### config.mk
export PLATFORM = sky130hd
export DESIGN_NAME = mips_subset_alu_execute_flat
export DESIGN_NICKNAME = d
export VERILOG_FILES = /design/src/design/mae_pkg.sv /design/src/design/mae_if.sv /design/src/design/mae_regfile.sv /design/src/design/mae_alu.sv /design/src/design/mips_subset_alu_execute.sv /design/src/flat_wrapper.sv
export SDC_FILE = /design/constraint.sdc
export NUM_CORES = 2
export LEC_CHECK = 0
export ABC_AREA = 0
export BUFFER_PORTS_ARGS = -buffer_cell sky130_fd_sc_hd__clkbuf_2
export CAP_MARGIN = 20
export CORE_ASPECT_RATIO = 1.5
export CORE_MARGIN = 4
export CORE_UTILIZATION = 60
export CTS_CLUSTER_SIZE = 8
export DETAILED_ROUTE_END_ITERATION = 12
export PLACE_DENSITY = 0.77
export SYNTH_ARGS = -nofsm -noshare
export SYNTH_HDL_FRONTEND = slang
export SYNTH_SLANG_ARGS = --single-unit
### constraint.sdc
create_clock -name clk -period 6.1 [get_ports clk]
set_input_delay 0.305 -clock clk [delete_from_list [all_inputs] [get_ports clk]]
set_output_delay 0.305 -clock clk [all_outputs]
set_load 0.02 [all_outputs]
### src/design/mae_pkg.sv
// mae_pkg: shared types and codes for the mips subset alu execute block
// opcode and function codes, status codes and the execute result struct
// no dependencies
`default_nettype none

package mae_pkg;

  localparam int REG_COUNT  = 32;
  localparam int DATA_WIDTH = 32;
  localparam int REG_AW     = $clog2(REG_COUNT);

  typedef logic [DATA_WIDTH-1:0] word_t;
  typedef logic [REG_AW-1:0]     reg_idx_t;
  typedef logic [1:0]            status_t;

  // status codes
  localparam status_t ST_EXEC       = 2'd0;
  localparam status_t ST_HALT       = 2'd1;
  localparam status_t ST_NOTHANDLED = 2'd2;
  localparam status_t ST_UNKNOWN    = 2'd3;

  // primary opcodes
  localparam logic [5:0] OP_RTYPE = 6'd0;
  localparam logic [5:0] OP_J     = 6'd2;
  localparam logic [5:0] OP_JAL   = 6'd3;
  localparam logic [5:0] OP_BEQ   = 6'd4;
  localparam logic [5:0] OP_BNE   = 6'd5;
  localparam logic [5:0] OP_BGTZ  = 6'd7;
  localparam logic [5:0] OP_ADDI  = 6'd8;
  localparam logic [5:0] OP_ADDIU = 6'd9;
  localparam logic [5:0] OP_SLTI  = 6'd10;
  localparam logic [5:0] OP_ANDI  = 6'd12;
  localparam logic [5:0] OP_ORI   = 6'd13;
  localparam logic [5:0] OP_NORI  = 6'd14;
  localparam logic [5:0] OP_LUI   = 6'd15;
  localparam logic [5:0] OP_LB    = 6'd32;
  localparam logic [5:0] OP_LH    = 6'd33;
  localparam logic [5:0] OP_LW    = 6'd35;
  localparam logic [5:0] OP_LBU   = 6'd36;
  localparam logic [5:0] OP_LHU   = 6'd37;
  localparam logic [5:0] OP_SB    = 6'd40;
  localparam logic [5:0] OP_SH    = 6'd41;
  localparam logic [5:0] OP_SW    = 6'd43;
  localparam logic [5:0] OP_HALT  = 6'd63;

  // r-type function codes
  localparam logic [5:0] FN_SLL  = 6'd0;
  localparam logic [5:0] FN_SRL  = 6'd2;
  localparam logic [5:0] FN_SRA  = 6'd3;
  localparam logic [5:0] FN_JR   = 6'd8;
  localparam logic [5:0] FN_ADD  = 6'd32;
  localparam logic [5:0] FN_ADDU = 6'd33;
  localparam logic [5:0] FN_SUB  = 6'd34;
  localparam logic [5:0] FN_AND  = 6'd36;
  localparam logic [5:0] FN_OR   = 6'd37;
  localparam logic [5:0] FN_XOR  = 6'd38;
  localparam logic [5:0] FN_NOR  = 6'd39;
  localparam logic [5:0] FN_NAND = 6'd40;
  localparam logic [5:0] FN_SLT  = 6'd42;

  // one executed instruction, plus the state updates it asks for
  typedef struct packed {
    word_t    instr_address;
    reg_idx_t dest_reg;
    word_t    write_value;
    logic     write_enable;
    status_t  status;
    logic     overflow_flag;
    logic     zero_write_flag;
    logic     pc_wrap_flag;
    logic     adv_pc;
    logic     set_halt;
  } exec_result_t;

endpackage

`default_nettype wire

### src/design/mae_if.sv
// mae_in_if and mae_out_if: valid/ready channels of the execute block
// depends on mae_pkg for the field types
`default_nettype none

interface mae_in_if;
  import mae_pkg::*;

  logic  valid;
  logic  ready;
  word_t instruction_word;

  modport source (output valid, output instruction_word, input ready);
  modport sink (input valid, input instruction_word, output ready);
endinterface

interface mae_out_if;
  import mae_pkg::*;

  logic     valid;
  logic     ready;
  word_t    instr_address;
  reg_idx_t dest_reg;
  word_t    write_value;
  logic     write_enable;
  status_t  status;
  logic     overflow_flag;
  logic     zero_write_flag;
  logic     pc_wrap_flag;

  modport source (output valid, output instr_address, output dest_reg,
                  output write_value, output write_enable, output status,
                  output overflow_flag, output zero_write_flag,
                  output pc_wrap_flag, input ready);
  modport sink (input valid, input instr_address, input dest_reg,
                input write_value, input write_enable, input status,
                input overflow_flag, input zero_write_flag,
                input pc_wrap_flag, output ready);
endinterface

`default_nettype wire

### src/design/mae_regfile.sv
// mae_regfile: 32 x 32 register file, one write port, two registered read ports
// write-through bypass on a same-edge write; per-entry valid bits read as zero
// depends on mae_pkg
`default_nettype none

module mae_regfile (
  input  wire                 clk,
  input  wire                 rst_n,
  input  wire                 wr_en,
  input  mae_pkg::reg_idx_t   wr_addr,
  input  mae_pkg::word_t      wr_data,
  input  wire                 rd_en,
  input  mae_pkg::reg_idx_t   rd_addr_a,
  input  mae_pkg::reg_idx_t   rd_addr_b,
  output mae_pkg::word_t      rd_data_a,
  output mae_pkg::word_t      rd_data_b
);
  import mae_pkg::*;

  word_t                mem [REG_COUNT];
  logic [REG_COUNT-1:0] valid_r;
  word_t                rd_a_r;
  word_t                rd_b_r;

  // storage array
  always_ff @(posedge clk) begin
    if (wr_en) begin
      mem[wr_addr] <= wr_data;
    end
  end

  // entries hold reset value zero until first written
  always_ff @(posedge clk) begin
    if (!rst_n) begin
      valid_r <= '0;
    end else if (wr_en) begin
      valid_r[wr_addr] <= 1'b1;
    end
  end

  // registered reads, a write on the same edge goes straight through
  always_ff @(posedge clk) begin
    if (rd_en) begin
      if (wr_en && wr_addr == rd_addr_a) begin
        rd_a_r <= wr_data;
      end else begin
        rd_a_r <= valid_r[rd_addr_a] ? mem[rd_addr_a] : '0;
      end
      if (wr_en && wr_addr == rd_addr_b) begin
        rd_b_r <= wr_data;
      end else begin
        rd_b_r <= valid_r[rd_addr_b] ? mem[rd_addr_b] : '0;
      end
    end
  end

  assign rd_data_a = rd_a_r;
  assign rd_data_b = rd_b_r;

endmodule

`default_nettype wire

### src/design/mae_alu.sv
// mae_alu: decode and execute of one instruction, purely combinational
// takes the instruction, both operands, program counter and halted flag
// depends on mae_pkg
`default_nettype none

module mae_alu (
  input  mae_pkg::word_t        instr,
  input  mae_pkg::word_t        op_a,
  input  mae_pkg::word_t        op_b,
  input  mae_pkg::word_t        pc,
  input  wire                   halted,
  output mae_pkg::exec_result_t res
);
  import mae_pkg::*;

  logic [5:0]  opcode;
  logic [5:0]  funct;
  logic [4:0]  shamt;
  reg_idx_t    rt;
  reg_idx_t    rd;
  word_t       imm_s;
  word_t       imm_z;
  word_t       sum_ab;
  word_t       diff_ab;
  word_t       sum_ai;
  logic [32:0] pc_inc;
  word_t       val;
  reg_idx_t    dest;
  logic        ovf;
  logic        writes;
  status_t     status;

  // instruction fields
  assign opcode = instr[31:26];
  assign rt     = instr[20:16];
  assign rd     = instr[15:11];
  assign shamt  = instr[10:6];
  assign funct  = instr[5:0];
  assign imm_s  = {{16{instr[15]}}, instr[15:0]};
  assign imm_z  = {16'b0, instr[15:0]};

  // shared adders
  assign sum_ab  = op_a + op_b;
  assign diff_ab = op_a - op_b;
  assign sum_ai  = op_a + imm_s;
  assign pc_inc  = {1'b0, pc} + 33'd4;

  // decode and execute
  always_comb begin
    val    = '0;
    dest   = '0;
    ovf    = 1'b0;
    writes = 1'b0;
    status = ST_EXEC;
    unique case (opcode)
      OP_RTYPE: begin
        writes = 1'b1;
        dest   = rd;
        unique case (funct)
          FN_ADD: begin
            val = sum_ab;
            ovf = (op_a[31] ^ sum_ab[31]) & (op_b[31] ^ sum_ab[31]);
          end
          FN_ADDU: val = sum_ab;
          FN_SUB: begin
            val = diff_ab;
            ovf = (op_a[31] ^ op_b[31]) & (op_a[31] ^ diff_ab[31]);
          end
          FN_AND:  val = op_a & op_b;
          FN_OR:   val = op_a | op_b;
          FN_XOR:  val = op_a ^ op_b;
          FN_NOR:  val = ~(op_a | op_b);
          FN_NAND: val = ~(op_a & op_b);
          FN_SLT:  val = {31'b0, $signed(op_a) < $signed(op_b)};
          FN_SLL:  val = op_b << shamt;
          FN_SRL:  val = op_b >> shamt;
          FN_SRA:  val = word_t'($signed(op_b) >>> shamt);
          FN_JR: begin
            writes = 1'b0;
            status = ST_NOTHANDLED;
          end
          default: begin
            writes = 1'b0;
            status = ST_UNKNOWN;
          end
        endcase
      end
      OP_ADDI: begin
        writes = 1'b1;
        dest   = rt;
        val    = sum_ai;
        ovf    = (op_a[31] ^ sum_ai[31]) & (imm_s[31] ^ sum_ai[31]);
      end
      OP_ADDIU: begin
        writes = 1'b1;
        dest   = rt;
        val    = sum_ai;
      end
      OP_ANDI: begin
        writes = 1'b1;
        dest   = rt;
        val    = op_a & imm_z;
      end
      OP_ORI: begin
        writes = 1'b1;
        dest   = rt;
        val    = op_a | imm_z;
      end
      OP_NORI: begin
        writes = 1'b1;
        dest   = rt;
        val    = ~(op_a | imm_z);
      end
      OP_SLTI: begin
        writes = 1'b1;
        dest   = rt;
        val    = {31'b0, $signed(op_a) < $signed(imm_s)};
      end
      OP_HALT: status = ST_HALT;
      OP_J, OP_JAL, OP_BEQ, OP_BNE, OP_BGTZ, OP_LUI, OP_LB, OP_LH, OP_LW,
      OP_LBU, OP_LHU, OP_SB, OP_SH, OP_SW: status = ST_NOTHANDLED;
      default: status = ST_UNKNOWN;
    endcase
  end

  // result assembly, a halted core reports only halt status at its held address
  always_comb begin
    res.instr_address = pc;
    if (halted) begin
      res.dest_reg        = '0;
      res.write_value     = '0;
      res.write_enable    = 1'b0;
      res.status          = ST_HALT;
      res.overflow_flag   = 1'b0;
      res.zero_write_flag = 1'b0;
      res.pc_wrap_flag    = 1'b0;
      res.adv_pc          = 1'b0;
      res.set_halt        = 1'b0;
    end else begin
      res.dest_reg        = writes ? dest : '0;
      res.write_value     = writes ? val : '0;
      res.write_enable    = writes && (dest != '0);
      res.status          = status;
      res.overflow_flag   = writes & ovf;
      res.zero_write_flag = writes && (dest == '0);
      res.pc_wrap_flag    = pc_inc[32];
      res.adv_pc          = 1'b1;
      res.set_halt        = (status == ST_HALT);
    end
  end

endmodule

`default_nettype wire

### src/design/mips_subset_alu_execute.sv
// Execute unit for a MIPS32 integer ALU subset: one instruction word per input
// beat, one result beat per instruction. The register file is read into the operand
// stage at acceptance, then decode, execute and write-back go into the result
// register as the operand stage advances; a stalled result beat holds both stages,
// and a new instruction is accepted every cycle while the result beat is not
// stalled; back-to-back dependent instructions run at full rate through the
// register file's write-through read. The program
// counter starts at the value written on the cfg port (zero after reset) and
// advances by 4 per instruction until a halt, after which every beat reports
// halt at the held address. No clearing pass is needed after reset.
// depends on mae_pkg, mae_if, mae_regfile and mae_alu
`default_nettype none

module mips_subset_alu_execute (
  input  wire             clk,
  input  wire             rst_n,
  input  wire             cfg_we,
  input  mae_pkg::word_t  cfg_wdata,
  mae_in_if.sink          in_ch,
  mae_out_if.source       out_ch
);
  import mae_pkg::*;

  logic         s1_valid_r;
  word_t        s1_instr_r;
  logic         s1_adv;
  logic         in_accept;
  word_t        op_a;
  word_t        op_b;
  exec_result_t res;
  word_t        pc_r;
  logic         halted_r;
  logic         out_valid_r;
  exec_result_t out_res_r;

  // handshake: the operand stage moves on whenever the result register frees
  assign s1_adv      = s1_valid_r && (!out_valid_r || out_ch.ready);
  assign in_ch.ready = !s1_valid_r || s1_adv;
  assign in_accept   = in_ch.valid && in_ch.ready;

  // operand stage
  always_ff @(posedge clk) begin
    if (!rst_n) begin
      s1_valid_r <= 1'b0;
    end else if (in_accept) begin
      s1_valid_r <= 1'b1;
    end else if (s1_adv) begin
      s1_valid_r <= 1'b0;
    end
  end

  always_ff @(posedge clk) begin
    if (in_accept) begin
      s1_instr_r <= in_ch.instruction_word;
    end
  end

  // register file, read on accept, written as an instruction retires
  mae_regfile u_regfile (
    .clk       (clk),
    .rst_n     (rst_n),
    .wr_en     (s1_adv && res.write_enable),
    .wr_addr   (res.dest_reg),
    .wr_data   (res.write_value),
    .rd_en     (in_accept),
    .rd_addr_a (in_ch.instruction_word[25:21]),
    .rd_addr_b (in_ch.instruction_word[20:16]),
    .rd_data_a (op_a),
    .rd_data_b (op_b)
  );

  // decode and execute
  mae_alu u_alu (
    .instr  (s1_instr_r),
    .op_a   (op_a),
    .op_b   (op_b),
    .pc     (pc_r),
    .halted (halted_r),
    .res    (res)
  );

  // program counter and halt state
  always_ff @(posedge clk) begin
    if (!rst_n) begin
      pc_r     <= '0;
      halted_r <= 1'b0;
    end else if (cfg_we) begin
      pc_r <= cfg_wdata;
    end else if (s1_adv) begin
      if (res.adv_pc) begin
        pc_r <= pc_r + 32'd4;
      end
      if (res.set_halt) begin
        halted_r <= 1'b1;
      end
    end
  end

  // result register
  always_ff @(posedge clk) begin
    if (!rst_n) begin
      out_valid_r <= 1'b0;
    end else if (s1_adv) begin
      out_valid_r <= 1'b1;
    end else if (out_ch.ready) begin
      out_valid_r <= 1'b0;
    end
  end

  always_ff @(posedge clk) begin
    if (s1_adv) begin
      out_res_r <= res;
    end
  end

  // result beat
  assign out_ch.valid           = out_valid_r;
  assign out_ch.instr_address   = out_res_r.instr_address;
  assign out_ch.dest_reg        = out_res_r.dest_reg;
  assign out_ch.write_value     = out_res_r.write_value;
  assign out_ch.write_enable    = out_res_r.write_enable;
  assign out_ch.status          = out_res_r.status;
  assign out_ch.overflow_flag   = out_res_r.overflow_flag;
  assign out_ch.zero_write_flag = out_res_r.zero_write_flag;
  assign out_ch.pc_wrap_flag    = out_res_r.pc_wrap_flag;

endmodule

`default_nettype wire
### src/flat_wrapper.sv
// flat-port wrapper written by rule: the top's interface ports become plain ports
module mips_subset_alu_execute_flat import mae_pkg::*;
  (clk, rst_n, cfg_we, cfg_wdata, in_ch_valid, in_ch_instruction_word, in_ch_ready, out_ch_valid, out_ch_instr_address, out_ch_dest_reg, out_ch_write_value, out_ch_write_enable, out_ch_status, out_ch_overflow_flag, out_ch_zero_write_flag, out_ch_pc_wrap_flag, out_ch_ready);
  mae_in_if in_ch_i ();
  mae_out_if out_ch_i ();
  input  wire clk;
  input  wire rst_n;
  input  wire cfg_we;
  input  mae_pkg::word_t cfg_wdata;
  input wire logic [$bits(in_ch_i.valid)-1:0] in_ch_valid;
  input wire logic [$bits(in_ch_i.instruction_word)-1:0] in_ch_instruction_word;
  output wire logic [$bits(in_ch_i.ready)-1:0] in_ch_ready;
  output wire logic [$bits(out_ch_i.valid)-1:0] out_ch_valid;
  output wire logic [$bits(out_ch_i.instr_address)-1:0] out_ch_instr_address;
  output wire logic [$bits(out_ch_i.dest_reg)-1:0] out_ch_dest_reg;
  output wire logic [$bits(out_ch_i.write_value)-1:0] out_ch_write_value;
  output wire logic [$bits(out_ch_i.write_enable)-1:0] out_ch_write_enable;
  output wire logic [$bits(out_ch_i.status)-1:0] out_ch_status;
  output wire logic [$bits(out_ch_i.overflow_flag)-1:0] out_ch_overflow_flag;
  output wire logic [$bits(out_ch_i.zero_write_flag)-1:0] out_ch_zero_write_flag;
  output wire logic [$bits(out_ch_i.pc_wrap_flag)-1:0] out_ch_pc_wrap_flag;
  input wire logic [$bits(out_ch_i.ready)-1:0] out_ch_ready;
  assign in_ch_i.valid = in_ch_valid;
  assign in_ch_i.instruction_word = in_ch_instruction_word;
  assign in_ch_ready = in_ch_i.ready;
  assign out_ch_valid = out_ch_i.valid;
  assign out_ch_instr_address = out_ch_i.instr_address;
  assign out_ch_dest_reg = out_ch_i.dest_reg;
  assign out_ch_write_value = out_ch_i.write_value;
  assign out_ch_write_enable = out_ch_i.write_enable;
  assign out_ch_status = out_ch_i.status;
  assign out_ch_overflow_flag = out_ch_i.overflow_flag;
  assign out_ch_zero_write_flag = out_ch_i.zero_write_flag;
  assign out_ch_pc_wrap_flag = out_ch_i.pc_wrap_flag;
  assign out_ch_i.ready = out_ch_ready;
  mips_subset_alu_execute u_core (.clk(clk), .rst_n(rst_n), .cfg_we(cfg_we), .cfg_wdata(cfg_wdata), .in_ch(in_ch_i), .out_ch(out_ch_i));
endmodule
==> results.yml <==
die:
  start_util_pct: 60.5
  die_y_um: 424
  die_w_um: 286
  io_pins: 146
  core_mm2: 0.115
  rows: 152
  fp.dieArea_mm2: 0.121
detailed_routing:
  drc_errors: 0
  dr.pass1.iters: 6
  vias: 51700
  drt_wl_total_um: 291000
  wl_per_cell_um: 45.3
  via_per_inst: 8.05
  dr.first_iter.drc_count: 8794
  ant_nets: 0
yosys:
  yosysUniqueCellTypes: 102
  yosysWarnings: 0
  synthTopCellsByArea: "edfxtp_1, mux4_2, ha_1"
  synth_top_area_share_pct: 51.5
  yosys-top-cells-count: "edfxtp_1, mux4_2, nor2_1, clkbuf_1, nand2_1"
  ys_ff_latch: 1257
  synth_edf_count: 1190
  ys_async_sr_fraction_pct: 0
  yosys.area.top_type: "edfxtp_1"
  synthFlopType: "edfxtp_1"
  postSynthAreaPerCell_um2: 15.3
  synth.most_common_cell: "edfxtp_1"
  syn_inst: 4544
  syn_area_mm2: 0.0693
  seq_area_frac_synth_pct: 53.5
min_path:
  hold_path.class: "in -> reg"
placed_design:
  place_congestion: 1.02
  numPortBuffers: 145
  post-dp-hpwl_um: 170000
clock_tree:
  numCtsBuffers: 175
  clock-root-buffer: "clkbuf_16"
  clkTransAtPathRegs_ps: 60
  clockBufferDepth: 3
  clock_latency_ps: 820
  cts.sinks: 1257
  h-tree-depth: 4
  cts_tree: "built"
worst_setup_path:
  startpoint_type: "flop"
  crit_path_end_kind: "flop"
  cp.required_ps: 6610
  cp.arrival_ps: 6370
  path_max_fanout: 33
  worst-setup-path-type: "reg -> reg"
pwr:
  switching_share_pct: 25.3
  pwr-share-comb_pct: 9.5
  p_per_area_mw_per_mm2: 261
  p_int_w: 0.0154
  p_switching_w: 0.00520
  clkPwrFrac_pct: 44.1
  power_frac_seq_pct: 46.4
  power_leakage_nw: 26.2
  peakVddDrop_mv: 0.464
sta:
  relSlewSlack_pct: 15.4
  slew_violations: 0
  period_needed_ps: 5870
  fmax_ghz: 0.170
  setup_tns_ps: 0
  fin_hold_ws_ps: 54.1
  fin_skew_ps: 40.5
  hold_viol: 0
  grt_setup_unrepaired: "no"
  fin_crit_sh_pct: 96.2
  max_slew.worst_pin.slew_ps: 1260
  setup_viol: 0
global_route:
  antenna_found_initial: 25
  grt_max_degree: 75
  grt-ovfl-total: 0
  grtUsageTotal_pct: 48.2
  grt_pass1_wl_um: 404000
  grt_pass1_vias: 51600
layout:
  drive_gt1_share_pct: 28.4
  nets: 5076
  final.fill_count: 7023
  syn_to_final_growth_pct: 13.4
  largest_register_ffs: 1024
  top_register: "u_core.u_regfile.mem"
run:
  maxCapViolCount: 0
run_status:
  status: "complete, no violations"
==> final cells by class <==
class	count	area [um^2]	share of cell area, %
timing repair buffer	410	3380	4.30
sequential	1257	37100	47.1
multi-input combinational	2827	30800	39.2
clock inverter	13	277	0.352
inverter	154	581	0.738
tap	1540	1930	2.45
antenna	16	40.0	0.0509
clock buffer	206	4520	5.74
==> worst paths after layout <==
kind,cells past startpoint,start,to,slack [ps]
hold / removal,4,cfg_we,u_core.pc_r[31],50
setup reg to reg,13,u_core.u_regfile.rd_data_a[12],u_core.u_regfile.mem[16][30],230
setup / recovery,13,u_core.u_regfile.rd_data_a[12],u_core.u_regfile.mem[16][30],230
hold reg to reg,0,u_core.pc_r[1],u_core.out_ch.instr_address[1],440
==> timing repair <==
action / in CTS / in global routing
endpoints found under the setup margin: 0 / 0
resized for setup: 0 / 0
setup buffers: 0 / 0
hold buffers: 57 / 0
endpoints found under the hold margin: 56 / 0
==> power by group through the flow <==
stage,Sequential (W),Clock [W],Combinational (W)
finish,0.00954,0.00906,0.00195
detailed placement,0.00970,0,0.00182
floorplan,0.00968,0,0.00117
CTS,0.00953,0.00905,0.00187
global placement,0.00969,0,0.00183
global route,0.00953,0.00945,0.00202
==> through the flow <==
step | area (um^2) | cells | total power, W | setup slack (ps) | utilization (%)
after detailed placement | 73100 | 6120 | 0.0115 | 615 | 63.7
after floorplan | 69500 | 4575 | 0.0109 | 1160 | -
after global routing | 78600 | 6410 | 0.0210 | 236 | 68.5
final | 78600 | 6423 | 0.0206 | 231 | 68.6
after global placement | 73100 | 6119 | 0.0115 | 613 | 63.7
after CTS | 78400 | 6396 | 0.0205 | 570 | 68.4
==> critical path, stage by stage, from the launching register on <==
cell and delay, ps:
edfxtp_1 700, inv_1 410, ha_1 600, or3_1 550, nor4_1 680, a21bo_2 390
a2111oi_2 380, buf_4 200, o21ai_0 190, a31oi_1 330, o211ai_1 150, a311oi_1 650
nor2_2 60, buf_4 260
==> cell usage in the layout, fill, tap and decap left out, types with 25 or more instances in the layout <==
| cell | n |
|---|---|
| a211oi_1 | 29 |
| a21o_1 | 32 |
| a21oi_1 | 187 |
| a221oi_1 | 30 |
| and2_1 | 44 |
| buf_12 | 33 |
| buf_4 | 170 |
| clkbuf_1 | 30 |
| clkbuf_16 | 176 |
| clkbuf_2 | 135 |
| conb_1 | 32 |
| dfxtp_1 | 67 |
| dlygate4sd3_1 | 57 |
| edfxtp_1 | 1190 |
| ha_1 | 179 |
| inv_1 | 148 |
| mux2i_1 | 124 |
| mux4_2 | 707 |
| nand2_1 | 199 |
| nand2b_1 | 26 |
| nand3_1 | 54 |
| nor2_1 | 201 |
| nor2_4 | 31 |
| nor3_1 | 44 |
| o211ai_1 | 34 |
| o21a_1 | 50 |
| o21ai_0 | 186 |
| o21ai_1 | 29 |
| o21bai_1 | 25 |
| or3_1 | 60 |
| xnor2_1 | 63 |
| xor2_1 | 36 |
==> logic make-up after synthesis <==
kind of cell	count (synthesis)	share of synthesized area, %
DFF	1257	53.5
and+or+nand+nor	809	5.66
AOI/OAI and AO/OA	839	8.00
buffers and inverters	491	2.83
adders and majority gates	182	3.32
xor gates and xnor gates	99	1.25
other	1	0.00541
muxes	866	25.5
==> routing by layer <==
metal	up-vias	global-route usage (%)	routed length [um]
li1	19100	-	-
met1	25500	53.1	84600
met2	5483	74.7	135000
met3	1706	16.7	38000
met4	22	41.9	33600
met5	-	0	162
Note: power is estimated with default switching activity, not from simulation.
